[src/hw/rtl/gts_pkg.sv]
// gts_pkg: shared types, widths and saturation helpers of the trajectory smoother
// used by the core, gts_front, gts_cmdq and gts_back; depends on nothing
package gts_pkg;

	localparam int PATH_W = 40;
	localparam int CNT_W  = 8;
	localparam int IDX_W  = 16;
	localparam int ACC_W  = 64;
	localparam int WGT_W  = 16;
	localparam int WSUM_W = 24;
	localparam int PROD_W = PATH_W + WGT_W + 1;

	typedef struct packed {
		logic signed [PATH_W-1:0] px;
		logic signed [PATH_W-1:0] py;
		logic signed [PATH_W-1:0] pa;
		logic                     eoc;
		logic [CNT_W-1:0]         pend;
		logic [CNT_W-1:0]         fill;
		logic [IDX_W-1:0]         fidx;
	} gts_cmd_t;

	typedef enum logic [2:0] {
		BK_IDLE,
		BK_WALK,
		BK_DRAIN,
		BK_DIV,
		BK_WAIT,
		BK_OUT
	} bk_state_t;

	localparam logic signed [ACC_W-1:0] S32_MAX = 64'sh0000_0000_7FFF_FFFF;
	localparam logic signed [ACC_W-1:0] S32_MIN = 64'shFFFF_FFFF_8000_0000;
	localparam logic signed [ACC_W-1:0] S24_MAX = 64'sh0000_0000_007F_FFFF;
	localparam logic signed [ACC_W-1:0] S24_MIN = 64'shFFFF_FFFF_FF80_0000;

	function automatic logic signed [31:0] sat32(input logic signed [ACC_W-1:0] v);
		logic signed [ACC_W-1:0] c;
		c = (v > S32_MAX) ? S32_MAX : ((v < S32_MIN) ? S32_MIN : v);
		return c[31:0];
	endfunction

	function automatic logic signed [23:0] sat24(input logic signed [ACC_W-1:0] v);
		logic signed [ACC_W-1:0] c;
		c = (v > S24_MAX) ? S24_MAX : ((v < S24_MIN) ? S24_MIN : v);
		return c[23:0];
	endfunction

endpackage

[src/hw/rtl/gts_front.sv]
// gts_front: accepts frame beats, integrates the path and counts pending corrections
// depends on gts_pkg
module gts_front #(
	parameter int RADIUS = 60
) (
	input  logic               clk,
	input  logic               arst_n,
	input  logic               push,
	output logic               full,
	input  logic signed [23:0] dx,
	input  logic signed [23:0] dy,
	input  logic signed [15:0] da,
	input  logic               end_of_clip,
	output logic               cmd_push,
	output gts_pkg::gts_cmd_t  cmd,
	input  logic               cmd_full
);
	import gts_pkg::*;

	localparam int DEPTH = 2 * RADIUS + 1;
	localparam logic [CNT_W-1:0] DEPTH_C = CNT_W'(DEPTH);
	localparam logic [CNT_W-1:0] RAD_C   = CNT_W'(RADIUS);
	localparam logic [IDX_W-1:0] LIM     = IDX_W'(RADIUS + 1);

	logic signed [PATH_W-1:0] px_q, py_q, pa_q, px_n, py_n, pa_n;
	logic [IDX_W-1:0]         fin_q, fout_q, fin_n, diff, p1;
	logic [CNT_W-1:0]         fill_q, fill_n, pend;
	logic                     accept;

	assign full     = cmd_full;
	assign accept   = push && !cmd_full;
	assign cmd_push = accept;

	assign px_n   = px_q + PATH_W'(dx);
	assign py_n   = py_q + PATH_W'(dy);
	assign pa_n   = pa_q + PATH_W'(da);
	assign fill_n = (fill_q < DEPTH_C) ? fill_q + 1'b1 : fill_q;
	assign fin_n  = fin_q + 1'b1;
	assign diff   = fin_n - fout_q;
	assign p1     = (diff > LIM) ? LIM : diff;
	assign pend   = (p1 > IDX_W'(fill_n)) ? fill_n : p1[CNT_W-1:0];

	always_comb begin
		cmd.px   = px_n;
		cmd.py   = py_n;
		cmd.pa   = pa_n;
		cmd.eoc  = end_of_clip;
		cmd.pend = pend;
		cmd.fill = fill_n;
		cmd.fidx = fout_q;
	end

	always_ff @(posedge clk or negedge arst_n) begin
		if (!arst_n) begin
			px_q   <= '0;
			py_q   <= '0;
			pa_q   <= '0;
			fin_q  <= '0;
			fout_q <= '0;
			fill_q <= '0;
		end else if (accept) begin
			if (end_of_clip) begin
				px_q   <= '0;
				py_q   <= '0;
				pa_q   <= '0;
				fin_q  <= '0;
				fout_q <= '0;
				fill_q <= '0;
			end else begin
				px_q   <= px_n;
				py_q   <= py_n;
				pa_q   <= pa_n;
				fin_q  <= fin_n;
				fill_q <= fill_n;
				if (pend > RAD_C) begin
					fout_q <= fout_q + 1'b1;
				end
			end
		end
	end

	a_pend_nonzero: assert property (@(posedge clk) disable iff (!arst_n)
		accept |-> pend != '0)
		else $error("beat accepted with nothing pending");
	a_pend_fill: assert property (@(posedge clk) disable iff (!arst_n)
		accept |-> (pend <= fill_n && fill_n <= DEPTH_C))
		else $error("pending count beyond ring fill");
endmodule

[config.mk]
export PLATFORM = sky130hd
export DESIGN_NAME = gts_front
export DESIGN_NICKNAME = d
export VERILOG_FILES = /design/src/hw/rtl/gts_pkg.sv /design/src/hw/rtl/gts_front.sv
export SDC_FILE = /design/constraint.sdc
export NUM_CORES = 1
export LEC_CHECK = 0
export CORE_ASPECT_RATIO = 1.25
export CORE_MARGIN = 2
export CORE_UTILIZATION = 30
export CTS_CLUSTER_DIAMETER = 200
export DETAILED_ROUTE_END_ITERATION = 7
export DONT_BUFFER_PORTS = 1
export PLACE_DENSITY = 0.45
export SYNTH_ARGS = -nofsm -noshare
export SYNTH_HDL_FRONTEND = slang
export SYNTH_SLANG_ARGS = --single-unit
[constraint.sdc]
create_clock -name clk -period 8.9 [get_ports clk]
set_clock_uncertainty 0.05 [all_clocks]
set_input_delay 1.78 -clock clk [delete_from_list [all_inputs] [get_ports clk]]
set_output_delay 1.78 -clock clk [all_outputs]
set_load 0.02 [all_outputs]
Word level (Yosys, flattened, before mapping)
Index checks and enable logic that the tools add are counted.
{ "classes": {"addsub": 7, "mul": 0, "order_cmp": 4, "n_shift": 0, "bitwise": 0, "n_div": 0, "n_mux": 10, "n_reduce_logical": 4, "n_eq_ne": 0} }
{ "op_table": {"columns": ["cell", "n"], "rows": [
  ["$mux W40", 3],
  ["$add A40 B24 Y40", 2],
  ["$mux W16", 4],
  ["$add A40 B16 Y40", 1],
  ["$add A16 B1 Y16 const B", 2],
  ["$mux W8", 3],
  ["$gt A16 B6 Y1 const B", 1],
  ["$gt A16 B8 Y1", 1],
  ["$sub A16 B16 Y16", 1],
  ["$add A8 B1 Y8 const B", 1],
  ["$gt A8 B6 Y1 const B", 1],
  ["$lt A8 B7 Y1 const B", 1],
  ["$reduce_and A2 Y1", 1],
  ["$reduce_bool A2 Y1", 1],
  ["$logic_and A1 B1 Y1", 1],
  ["$logic_not A1 Y1", 1]
]} }
{ "totals": {"latchBits": 0, "word_cells": 31, "mem_count": 0, "inputBits": 69, "ramBits": 0, "register_bits": 160, "romBits": 0} }

Longest topological paths before layout
{ "logic_depth": {"depth_word": 9, "ltp_mapped": 29, "depth_no_buf": 26} }

Worst setup path before layout
Ideal clock, no wire load.
{ "synth_timing": {"kind": "flip-flop to output port", "start": "register fin_q[0]", "end": "output port cmd[25] (netlist bit)", "t_required_ns": 7.070, "n_path_buf": 3, "setup_slack_ns": 1.716, "path_stages_with_launch": 26, "arrival_time_ns": 5.354, "path_cell_list": "dfrtp_1 ha_1 and3_2 and3_1 clkbuf_1 and3_1 xor2_1 ha_1 o21a_1 o21a_1 nor2_1 o32ai_1 nor4_1 o211a_1 nand4_1 or3_1 buf_6 or2_2 ha_1 o21a_1 o21ai_0 a21oi_1 o31a_1 o21a_1 buf_2 o31ai_1"} }
{ "synth_rtl": {"columns": ["element", "line", "rtl"], "rows": [
  ["from (decl)", "gts_front.sv:26", "logic [IDX_W-1:0] fin_q, fout_q, fin_n, diff, p1;"],
  ["from (signal assigned)", "gts_front.sv:73", "fin_q <= fin_n;"],
  ["to (decl)", "gts_front.sv:15", "output gts_pkg::gts_cmd_t cmd,"]
]} }

==> impl_metrics.csv <==
group,metric,value,unit
sta,finalHoldWorstSlack,443,ps
global_route,grt_start_max_net_pins,161,
setup_path,cp.arrival,6440,ps
drt,routed_via_density,5.56,
clock_network,tritoncts,"yes",
sta,fin_setup_tns,0,ps
drt,totalWireLength,40.2,mm
yosys,synthDistinctLibCells,90,
cells_and_area,fillerInstances,4731,
clock_network,cts_num_sinks,160,
yosys,postSynthCellCount,1534,
yosys,async_reset_ff_share,100,%
place,io_buffer_count,0,
yosys,mean_syn_cell_area,8.95,um^2
setup_path,critPathMaxFanout,11,
flow_run,max-cap-violations,0,
clock_network,clock_tree.htree_level_count,4,
clock_network,cts_resized,0,
cells_and_area,final_common_cell,"sky130_fd_sc_hd__dfrtp_1",
global_route,gr-usage-all-layers,17.2,%
setup_path,critical-path-slowest-cell,"sky130_fd_sc_hd__o31ai_1",
status,outcome,"finished clean",
drt,detailedRoute.firstIterationViolations,419,
sta,period_minus_slack,8270,ps
power,cellPowerDensity,320,nW/um^2
power,peakVddDrop,0.000164,V
clock_network,hold_buffers,0,
cells_and_area,fin_nets,1727,
setup_path,timing.setup.critical_path_class,"flip-flop to output port",
cells_and_area,sequential_cell_area,4000,um^2
place,place.detailed.instances,2069,
yosys,synth_top_flop_cell,"sky130_fd_sc_hd__dfrtp_1",
clock_network,cts_max_path_buffers,2,
clock_network,worstSkewPairLatency,460,ps
sta,fmax,0.121,GHz
setup_path,setup_crit_start_kind,"flip-flop",
cells_and_area,areaGrowthSynthToFinish,8.64,%
sta,relSlewSlack,33.9,%
drt,route.vias.total,11700,
setup_path,critPathMaxStageDelay,640,ps
sta,layout_setup_ws,628,ps
floorplan,std_cell_rows,87,
drt,final_antenna_net_count,0,
power,totalPowerFinal,4.77,mW
clock_network,cts.root.buffer_cell,"sky130_fd_sc_hd__clkbuf_16",
yosys,synth-edff-count,0,
setup_path,crit_path_frequent_cell,"sky130_fd_sc_hd__o21a_1",
clock_network,clk_pin_slew_worst_paths,70,ps
floorplan,floorplan.core_area,45200,um^2
cells_and_area,multi_input_area,9290,um^2
floorplan,io_pins,224,
place,hpwl,28.7,mm
global_route,grt_antenna_before_repair,0,
floorplan,die_x,195,um
sta,setup_viol_count_final,0,
drt,wire_per_inst,19.1,um
clock_network,cts_post_setup_buffers_inserted,0,
sta,finalMaxSlewViolations,0,
floorplan,die_h,243,um
floorplan,floorplan.die_area,47500,um^2
cells_and_area,finish.cell_count_without_fillers,2101,
yosys,synth-seq-area-share,29.2,%
setup_path,critPathCaptureType,"output port",
place,placement.setup.worst_slack,1200,ps
setup_path,worst-endpoint-required,7070,ps
sta,timing.final.hold_violations,0,
cells_and_area,n_antenna_cell,0,
sta,post-route-period-util,92.9,%
cells_and_area,most-common-layout-cells,"160 x sky130_fd_sc_hd__dfrtp_1, 144 x sky130_fd_sc_hd__ha_1, 129 x sky130_fd_sc_hd__nand2_1, 110 x sky130_fd_sc_hd__a22o_1, 88 x sky130_fd_sc_hd__a21oi_1",
drt,route.detailed.drc,0,
setup_path,crit_path_cell_trace,"ha_1, and3_2, and3_1, and3_1, xor2_1, ha_1, o21a_1, o21a_1, nor2_1, o32ai_1, nor4_1, o211a_1, nand4_1, or3_1, or2_2, ha_1, o21a_1, o21ai_0, a21oi_1, o31a_1, o21a_1, o31ai_1",
global_route,first_global_vias,12100,
yosys,netlist_area_before_placement,13700,um^2
clock_network,cts_made_buffers,17,
drt,drt-pass1-iter-count,5,
worst_hold_path,hold_crit_path_type,"flip-flop to flip-flop",
sta,tightest_slew,992,ps
power,leakage,7.04,nW
sta,grt_setup_unrepaired,"false",
global_route,grt_pass1_wl,65.3,mm
global_route,globalRoute.totalOverflow,0,
yosys,synthesis.yosys.warnings,0,
floorplan,starting_density,30.4,%
yosys,synth.ff_latch_count,160,
place,place.gp.congestion,0.838,
cells_and_area,drive_above_1_share,5.12,%
-- final cells by class --
type | count | share of cell area (%)
clock buffer | 18 | 2.94
timing repair buffer | 9 | 0.453
clock inverter | 14 | 1.03
inverter | 65 | 1.64
sequential | 160 | 26.8
multi-input combinational | 1257 | 62.3
tap | 578 | 4.85
-- layer usage --
metal	GRT usage [%]	vias up	part of all wire, %
met5	0	-	0
met2	29.8	211	49
met3	4.61	49	5.5
met4	6.40	0	2.4
met1	20.2	5684	43
li1	-	5737	-
-- cells in the mapped netlist, drive strengths merged (8+ instances only) --
cell type	count	area, um^2
o31ai	14	105
nor2	70	265
a22o	110	963
dfrtp	160	4000
and3	23	146
a2111oi	8	76.3
nand3	41	205
or3	18	113
clkbuf	44	165
nor4	8	65.1
o21ai	80	400
nand4	17	113
nor3	33	181
mux2i	12	120
a21o	72	541
xor2	45	394
inv	65	244
a211oi	12	95.1
and2	17	106
a31oi	13	81.3
ha	144	1800
nand2b	17	106
o21a	37	278
nor2b	12	75.1
o211ai	24	180
a21oi	89	449
buf	9	57.6
nand2	129	484
and4	8	72.6
a21boi	9	67.6
o21bai	19	165
xnor2	79	699
-- sequential cells by signal, indices dropped and copies added, names as in the netlist --
| signal | flops |
|---|---|
| px_q | 40 |
| fin_q | 16 |
| fout_q | 16 |
| py_q | 40 |
| fill_q | 8 |
| pa_q | 40 |
-- where the power goes --
part	switching, mW	total, mW	internal (mW)
Sequential	0.157	1.09	0.933
Clock	0.355	0.781	0.425
Combinational	1.94	2.90	0.958
-- per-stage QoR --
stage          area, um^2  utilization (%)
2_1_floorplan       13700                -
3_3_place_gp        14300             31.7
3_5_place_dp        14300             31.7
4_1_cts             14900             33.0
5_1_grt             14900             33.0
6_report            14900             33.0
-- worst paths after layout --
path,from,endpoint,slack (ps),cells after the start
min in group asynchronous,arst_n,pa_q[15],960,0
worst min register to register,py_q[0],py_q[0],440,2
worst min-delay path,py_q[0],py_q[0],440,2
max in group asynchronous,arst_n,fout_q[2],7630,0
worst max register to register,fin_q[0],fout_q[1],2190,26
worst max-delay path,fin_q[0],cmd[25],630,22
-- critical path: cells and delay by family (launching register included) --
family / cells / cell delay, ps
adder cells (fa/ha/maj): 3 / 880
flip-flops: 1 / 450
XOR/XNOR: 1 / 150
AO/OA/AOI/OAI: 10 / 2170
AND/OR/NAND/NOR: 8 / 2330
-- cell families (layout without fill, tap and decap cells) --
| group | count (synthesis) | count (layout) | synth area share, % |
|---|---|---|---|
| adders and majority gates | 148 | 148 | 13.7 |
| muxes | 15 | 15 | 1.12 |
| other | 1 | 2 | 0.0273 |
| AOI/OAI and AO/OA | 552 | 552 | 29.2 |
| buffers and inverters | 118 | 106 | 3.40 |
| xor gates and xnor gates | 124 | 124 | 7.96 |
| DFF | 160 | 160 | 29.2 |
| and+or+nand+nor | 416 | 416 | 15.4 |
Note: power is estimated with default switching activity, not from simulation.
