## src/hw/rtl/gts_pkg.sv

```systemverilog
// gts_pkg: shared types, widths and saturation helpers of the trajectory smoother
// used by the core, gts_front, gts_cmdq and gts_back; depends on nothing
package gts_pkg;

	localparam int PATH_W = 40;
	localparam int CNT_W  = 8;
	localparam int IDX_W  = 16;
	localparam int ACC_W  = 64;
	localparam int WGT_W  = 16;
	localparam int WSUM_W = 24;
	localparam int PROD_W = PATH_W + WGT_W + 1;

	typedef struct packed {
		logic signed [PATH_W-1:0] px;
		logic signed [PATH_W-1:0] py;
		logic signed [PATH_W-1:0] pa;
		logic                     eoc;
		logic [CNT_W-1:0]         pend;
		logic [CNT_W-1:0]         fill;
		logic [IDX_W-1:0]         fidx;
	} gts_cmd_t;

	typedef enum logic [2:0] {
		BK_IDLE,
		BK_WALK,
		BK_DRAIN,
		BK_DIV,
		BK_WAIT,
		BK_OUT
	} bk_state_t;

	localparam logic signed [ACC_W-1:0] S32_MAX = 64'sh0000_0000_7FFF_FFFF;
	localparam logic signed [ACC_W-1:0] S32_MIN = 64'shFFFF_FFFF_8000_0000;
	localparam logic signed [ACC_W-1:0] S24_MAX = 64'sh0000_0000_007F_FFFF;
	localparam logic signed [ACC_W-1:0] S24_MIN = 64'shFFFF_FFFF_FF80_0000;

	function automatic logic signed [31:0] sat32(input logic signed [ACC_W-1:0] v);
		logic signed [ACC_W-1:0] c;
		c = (v > S32_MAX) ? S32_MAX : ((v < S32_MIN) ? S32_MIN : v);
		return c[31:0];
	endfunction

	function automatic logic signed [23:0] sat24(input logic signed [ACC_W-1:0] v);
		logic signed [ACC_W-1:0] c;
		c = (v > S24_MAX) ? S24_MAX : ((v < S24_MIN) ? S24_MIN : v);
		return c[23:0];
	endfunction

endpackage

```

## src/hw/rtl/gts_cmdq.sv

```systemverilog
// gts_cmdq: two entry queue of classified frames between front and back
// depends on gts_pkg
module gts_cmdq (
	input  logic              clk,
	input  logic              arst_n,
	input  logic              wr,
	input  gts_pkg::gts_cmd_t wdata,
	output logic              full,
	input  logic              rd,
	output gts_pkg::gts_cmd_t rdata,
	output logic              empty
);
	import gts_pkg::*;

	gts_cmd_t   mem_q [2];
	logic       wp_q, rp_q;
	logic [1:0] cnt_q;
	logic       do_wr, do_rd;

	assign full  = cnt_q == 2'd2;
	assign empty = cnt_q == 2'd0;
	assign do_wr = wr && !full;
	assign do_rd = rd && !empty;
	assign rdata = mem_q[rp_q];

	always_ff @(posedge clk) begin
		if (do_wr) begin
			mem_q[wp_q] <= wdata;
		end
	end

	always_ff @(posedge clk or negedge arst_n) begin
		if (!arst_n) begin
			wp_q  <= 1'b0;
			rp_q  <= 1'b0;
			cnt_q <= 2'd0;
		end else begin
			if (do_wr) begin
				wp_q <= !wp_q;
			end
			if (do_rd) begin
				rp_q <= !rp_q;
			end
			cnt_q <= cnt_q + {1'b0, do_wr} - {1'b0, do_rd};
		end
	end
endmodule

```

## config.mk

```make
export PLATFORM = sky130hd
export DESIGN_NAME = gts_cmdq
export DESIGN_NICKNAME = d
export VERILOG_FILES = /design/src/hw/rtl/gts_pkg.sv /design/src/hw/rtl/gts_cmdq.sv
export SDC_FILE = /design/constraint.sdc
export NUM_CORES = 1
export LEC_CHECK = 0
export CORE_AREA = 5 5 151 153
export CTS_CLUSTER_DIAMETER = 200
export DETAILED_ROUTE_END_ITERATION = 7
export DIE_AREA = 0 0 156 158
export DONT_BUFFER_PORTS = 1
export PLACE_DENSITY = 0.71
export SLEW_MARGIN = 20
export SYNTH_ARGS = -nofsm -noshare
export SYNTH_HDL_FRONTEND = slang
export SYNTH_SLANG_ARGS = --single-unit
export TNS_END_PERCENT = 10
```

## constraint.sdc

```tcl
create_clock -name clk -period 13.2 [get_ports clk]
set_input_delay 0.66 -clock clk [delete_from_list [all_inputs] [get_ports clk]]
set_output_delay 0.66 -clock clk [all_outputs]
set_load 0.02 [all_outputs]
```

# ---- Word-level counts from Yosys, hierarchy flattened
# Memory sizes are Yosys's and may differ from the RTL's.
# Cells that the tools add are included.
# Widths: inputs -> output; s select.
dict set report op_classes {
  n_eq_ne 1
  mux 2
  addsub 2
  reduce_logical 7
}
# op count
set op_table {}
lappend op_table {{$logic_not 1->1} 4}
lappend op_table {{$add 2x1->2} 1}
lappend op_table {{$eq 2x2->1 const B} 1}
lappend op_table {{$logic_and 1x1->1} 2}
lappend op_table {{$logic_not 2->1} 1}
lappend op_table {{$mux 1} 2}
lappend op_table {{$sub 2x1->2} 1}
dict set report word_totals {
  out_inout_bits 155
  wordCells 16
  mem_count 1
  ram_bits 306
  ff_bits 4
  input_bits 157
}
# memory words word_bits rd rd_ports_with_merged_regs write_ports line
set mem_list {}
lappend mem_list {mem_q 2 153 1 0 1 gts_cmdq.sv:15} ;# gts_cmd_t mem_q [2];

# ---- Longest topological paths before layout
dict set report logic_depth {
  depth_word 5
  depth_mapped 7
  ltp_nobuf 7
}

# ---- Worst setup path before layout
# OpenSTA, ideal clock, no wires.
dict set report synth_path {
  path_kind {in2reg}
  startpoint {input wr}
  endpoint {memory mem_q[0][0] (netlist bit) (enable)}
  path_buffers 0
  setup_ns 0.668
  stages 2
  slack_ns 5.427
  arrival_ns 7.105
  t_required_ns 12.532
  path_cell_list {nand2_1 -> nor2_1}
}
dict set report synth_between {
  elab_chain_len 3
}
# item line
set synth_rtl {}
lappend synth_rtl {{start: declaration} gts_cmdq.sv:6} ;# input logic wr,
lappend synth_rtl {{$logic_and 1x1->1} gts_cmdq.sv:22} ;# assign do_wr = wr && !full;
lappend synth_rtl {{$mux 1} gts_cmdq.sv:27} ;# if (do_wr) begin
lappend synth_rtl {{$mux 1 (implied by the code)} gts_cmdq.sv:28} ;# mem_q[wp_q] <= wdata;
lappend synth_rtl {{end: declaration} gts_cmdq.sv:15}
# No other way between the ends.

==> metrics.txt <==
# TYPE chip_impl_metric gauge
chip_impl_metric{name="cap_viol_max_count",unit=""} 0
chip_impl_metric{name="grt_pass1_vias",unit=""} 4914
chip_impl_metric{name="floorplan.core_area",unit="sq mm"} 0.02142
chip_impl_metric{name="syn_area",unit="sq mm"} 0.01147
chip_impl_metric{name="syn_avg_cell_area",unit="sq um"} 23.22
chip_impl_metric{name="layout_min_cycle_time",unit="ns"} 3.282
chip_impl_metric{name="dp_worst_setup_slack",unit="ns"} 10.47
chip_impl_metric{name="drt-vias-per-instance",unit=""} 5.516
chip_impl_info{name="largest_family_of_logic_cells_by_synthesized_area",value="multiplexers"} 1
chip_impl_metric{name="design_area",unit="sq mm"} 0.01268
chip_impl_metric{name="synth_xor_area_share",unit="%"} 0.3054
chip_impl_metric{name="dieHeight",unit="um"} 158
chip_impl_metric{name="irDropWorstVdd",unit="uV"} 172.8
chip_impl_metric{name="place.detailed.hpwl",unit="um"} 14030
chip_impl_metric{name="cts.path.max_buffers",unit=""} 3
chip_impl_metric{name="timing.critical_path.arrival",unit="ns"} 2.62
chip_impl_metric{name="synthAdderAreaFrac",unit="%"} 0.2182
chip_impl_info{name="outcome",value="finished clean"} 1
chip_impl_metric{name="cts_resized",unit=""} 0
chip_impl_metric{name="number_of_enable_type_register_cells_in_the_synthesized_netlist",unit=""} 306
chip_impl_metric{name="fin_tns_setup",unit="ns"} 0
chip_impl_metric{name="synth.net_count",unit=""} 653
chip_impl_metric{name="power.leakage",unit="nW"} 4.286
chip_impl_metric{name="fin_nets",unit=""} 675
chip_impl_metric{name="design.portCount",unit=""} 312
chip_impl_metric{name="ctsHtreeMaxLevel",unit=""} 1
chip_impl_metric{name="timing_max_transition_violations_final",unit=""} 0
chip_impl_metric{name="number_of_input_and_output_port_buffers_inserted",unit=""} 0
chip_impl_info{name="startpoint_type",value="flip-flop"} 1
chip_impl_info{name="hold_path.startpoint",value="wdata[92]"} 1
chip_impl_metric{name="grt_overflow",unit=""} 0
chip_impl_metric{name="antenna_cells_inserted",unit=""} 0
chip_impl_info{name="min_path_type",value="primary input to flip-flop"} 1
chip_impl_info{name="netlist_top_cells_area",value="sky130_fd_sc_hd__edfxtp_1, sky130_fd_sc_hd__mux2_2, sky130_fd_sc_hd__mux2_4"} 1
chip_impl_metric{name="die_area",unit="sq mm"} 0.02465
chip_impl_metric{name="number_of_nets_with_antenna_violations_after_routing",unit=""} 0
chip_impl_metric{name="worst_slack",unit="ns"} 9.918
chip_impl_info{name="synth_most_common_cell",value="sky130_fd_sc_hd__edfxtp_1"} 1
chip_impl_metric{name="clock-sinks",unit=""} 310
chip_impl_metric{name="final_hold_viol_count",unit=""} 0
chip_impl_metric{name="timing.slew.headroom",unit="%"} 31.17
chip_impl_metric{name="fp.dieW",unit="um"} 156
chip_impl_metric{name="effective_utilization_at_floorplan",unit="%"} 53.55
chip_impl_info{name="clock_tree_from_tritoncts",value="done"} 1
chip_impl_metric{name="post_cts_buffers",unit=""} 0
chip_impl_metric{name="routed_wire_per_std_cell",unit="um"} 25.09
chip_impl_info{name="prevailing_post_synth_register_cell",value="sky130_fd_sc_hd__edfxtp_1"} 1
chip_impl_metric{name="drtPass1Iterations",unit=""} 4
chip_impl_metric{name="min_period_over_period",unit="%"} 24.87
chip_impl_metric{name="multi_input_comb_area",unit="sq mm"} 0.002051
chip_impl_metric{name="number_of_cells_produced_by_synthesis",unit=""} 494
chip_impl_metric{name="synthSimpleGateAreaFrac",unit="%"} 0.2618
chip_impl_metric{name="ys_ff_latch",unit=""} 310
chip_impl_metric{name="detail_route.wirelength",unit="um"} 20530
chip_impl_metric{name="detailedRoute.firstIterationViolations",unit=""} 278
chip_impl_metric{name="detail_route.drc_violations",unit=""} 0
chip_impl_metric{name="pin_slew_with_the_least_headroom_to_its_limit",unit="ns"} 1.032
chip_impl_info{name="synthDominantAreaCellType",value="sky130_fd_sc_hd__edfxtp_1"} 1
chip_impl_info{name="crit_path_end_kind",value="primary output"} 1
chip_impl_metric{name="worstSkewPairLatency",unit="ns"} 0.53
chip_impl_metric{name="rows",unit=""} 54
chip_impl_metric{name="synth_largest_type_area_fraction",unit="%"} 80.11
chip_impl_metric{name="worstPathRequired",unit="ns"} 12.54
chip_impl_metric{name="globalRouteTotalUtil",unit="%"} 15.84
chip_impl_metric{name="seq_area",unit="sq mm"} 0.009293
chip_impl_metric{name="area_growth_syn_to_layout",unit="%"} 10.59
chip_impl_metric{name="replace_congestion",unit=""} 0.8099
chip_impl_metric{name="yosysSeqAreaShare",unit="%"} 80.99
chip_impl_metric{name="final_util",unit="%"} 59.22
chip_impl_metric{name="yosysUniqueCellTypes",unit=""} 15
chip_impl_metric{name="holdBufCountCts",unit=""} 1
chip_impl_metric{name="critical_path_peak_fanout",unit=""} 74
chip_impl_metric{name="drive_gt1_share",unit="%"} 37.36
chip_impl_metric{name="antenna_found_initial",unit=""} 0
chip_impl_metric{name="synth-compound-area-share",unit="%"} 0
chip_impl_metric{name="max_freq",unit="GHz"} 0.3047
chip_impl_info{name="yosys-top-cells-count",value="sky130_fd_sc_hd__edfxtp_1, sky130_fd_sc_hd__mux2_2, sky130_fd_sc_hd__mux2_4"} 1
chip_impl_metric{name="power_density",unit="mW/mm^2"} 246.0
chip_impl_metric{name="cts-buffers-inserted",unit=""} 30
chip_impl_metric{name="grt_max_degree",unit=""} 75
chip_impl_metric{name="ys.warnings.count",unit=""} 0
chip_impl_metric{name="ys_async_sr_fraction",unit="%"} 1.290
chip_impl_metric{name="setup_viol_count_final",unit=""} 0
chip_impl_info{name="worstReg2RegStart",value="cnt_q[1]$_DFF_PN0_"} 1
chip_impl_metric{name="grt_pass1_wl",unit="um"} 29600
chip_impl_info{name="rsz0062_at_grt",value="no"} 1
chip_impl_metric{name="via_count",unit=""} 4512
chip_impl_metric{name="post_synth_mux_area_share",unit="%"} 16.98
chip_impl_metric{name="n_fill_cell",unit=""} 1448
chip_impl_info{name="cts_root_buffer",value="sky130_fd_sc_hd__clkbuf_16"} 1
chip_impl_info{name="setup.worst_path.start",value="rp_q$_DFFE_PN0P_"} 1
chip_impl_metric{name="placed_cell_areas",unit="sq mm"} 0.01175
chip_impl_metric{name="final.setup_skew",unit="ns"} 0.01043
chip_impl_info{name="critPathKind",value="flip-flop to primary output"} 1
chip_impl_metric{name="path_clk_slew",unit="ns"} 0.06
sequential cells by signal (all words and copies together), names as in the netlist:
signal  count
mem_q     306
wp_q        1
rp_q        1
cnt_q       2
cell type report:
type | instances | area share [%]
timing repair buffer | 7 | 0.4340
sequential | 310 | 73.26
clock inverter | 15 | 0.9667
multi-input combinational | 165 | 16.17
inverter | 2 | 0.05918
tap | 280 | 2.762
clock buffer | 39 | 6.352
worst max-delay path, cell delays in order, from the launching register on:
cell,delay (ns)
sky130_fd_sc_hd__dfrtp_4,0.66
sky130_fd_sc_hd__buf_4,0.80
sky130_fd_sc_hd__mux2_2,0.49
cell usage in the layout, fill, tap and decap left out, drive strengths merged:
master,instances
dlygate4sd3,1
inv,3
bufinv,2
clkinv,11
ha,2
nor2,2
clkinvlp,1
xor2,1
dfrtp,4
mux2,153
xnor2,3
nor2b,1
buf,6
and3,1
clkbuf,39
edfxtp,306
nand2,1
nand2b,1
power breakdown:
| group | switching (mW) | internal [mW] | total (mW) |
|---|---|---|---|
| Clock | 0.326 | 0.466 | 0.792 |
| Sequential | 0.0700 | 1.35 | 1.42 |
| Combinational | 0.597 | 0.311 | 0.909 |
metrics by stage:
stage               power, mW  hold slack [ns]  std cells
finish                  3.121           0.2198        818
global route            3.265           0.1811        818
CTS                     3.168           0.1892        818
detailed placement      2.366           0.3650        763
global placement        2.343           0.3649        763
floorplan               2.275           0.3644        494
kinds of logic (layout without fill, tap and decap cells):
family | after synthesis | in the layout
DFF | 310 | 310
muxes | 153 | 153
buffers and inverters | 19 | 63
and+or+nand+nor | 6 | 6
xor gates and xnor gates | 4 | 4
adders and majority gates | 2 | 2
path summary, 6_finish.rpt:
path | cells past startpoint | end | slack (ns)
min in group asynchronous | 1 | wp_q$_DFFE_PN0P_ | 0.42
hold / removal | 0 | mem_q[1][92]$_DFFE_PP_ | 0.22
max in group asynchronous | 1 | rp_q$_DFFE_PN0P_ | 12.57
hold reg to reg | 1 | cnt_q[1]$_DFF_PN0_ | 0.51
setup / recovery | 2 | rdata[15] | 9.92
setup reg to reg | 4 | mem_q[0][111]$_DFFE_PP_ | 10.74
routing by layer:
layer / up-vias / global-route usage [%] / wire (um)
met5: - / 0 / 0
met4: 0 / 3.501 / 298
met3: 26 / 9.732 / 3274
met2: 248 / 27.47 / 10270
met1: 2236 / 16.45 / 6684
li1: 2002 / - / -
(Power assumes the default switching activity.)
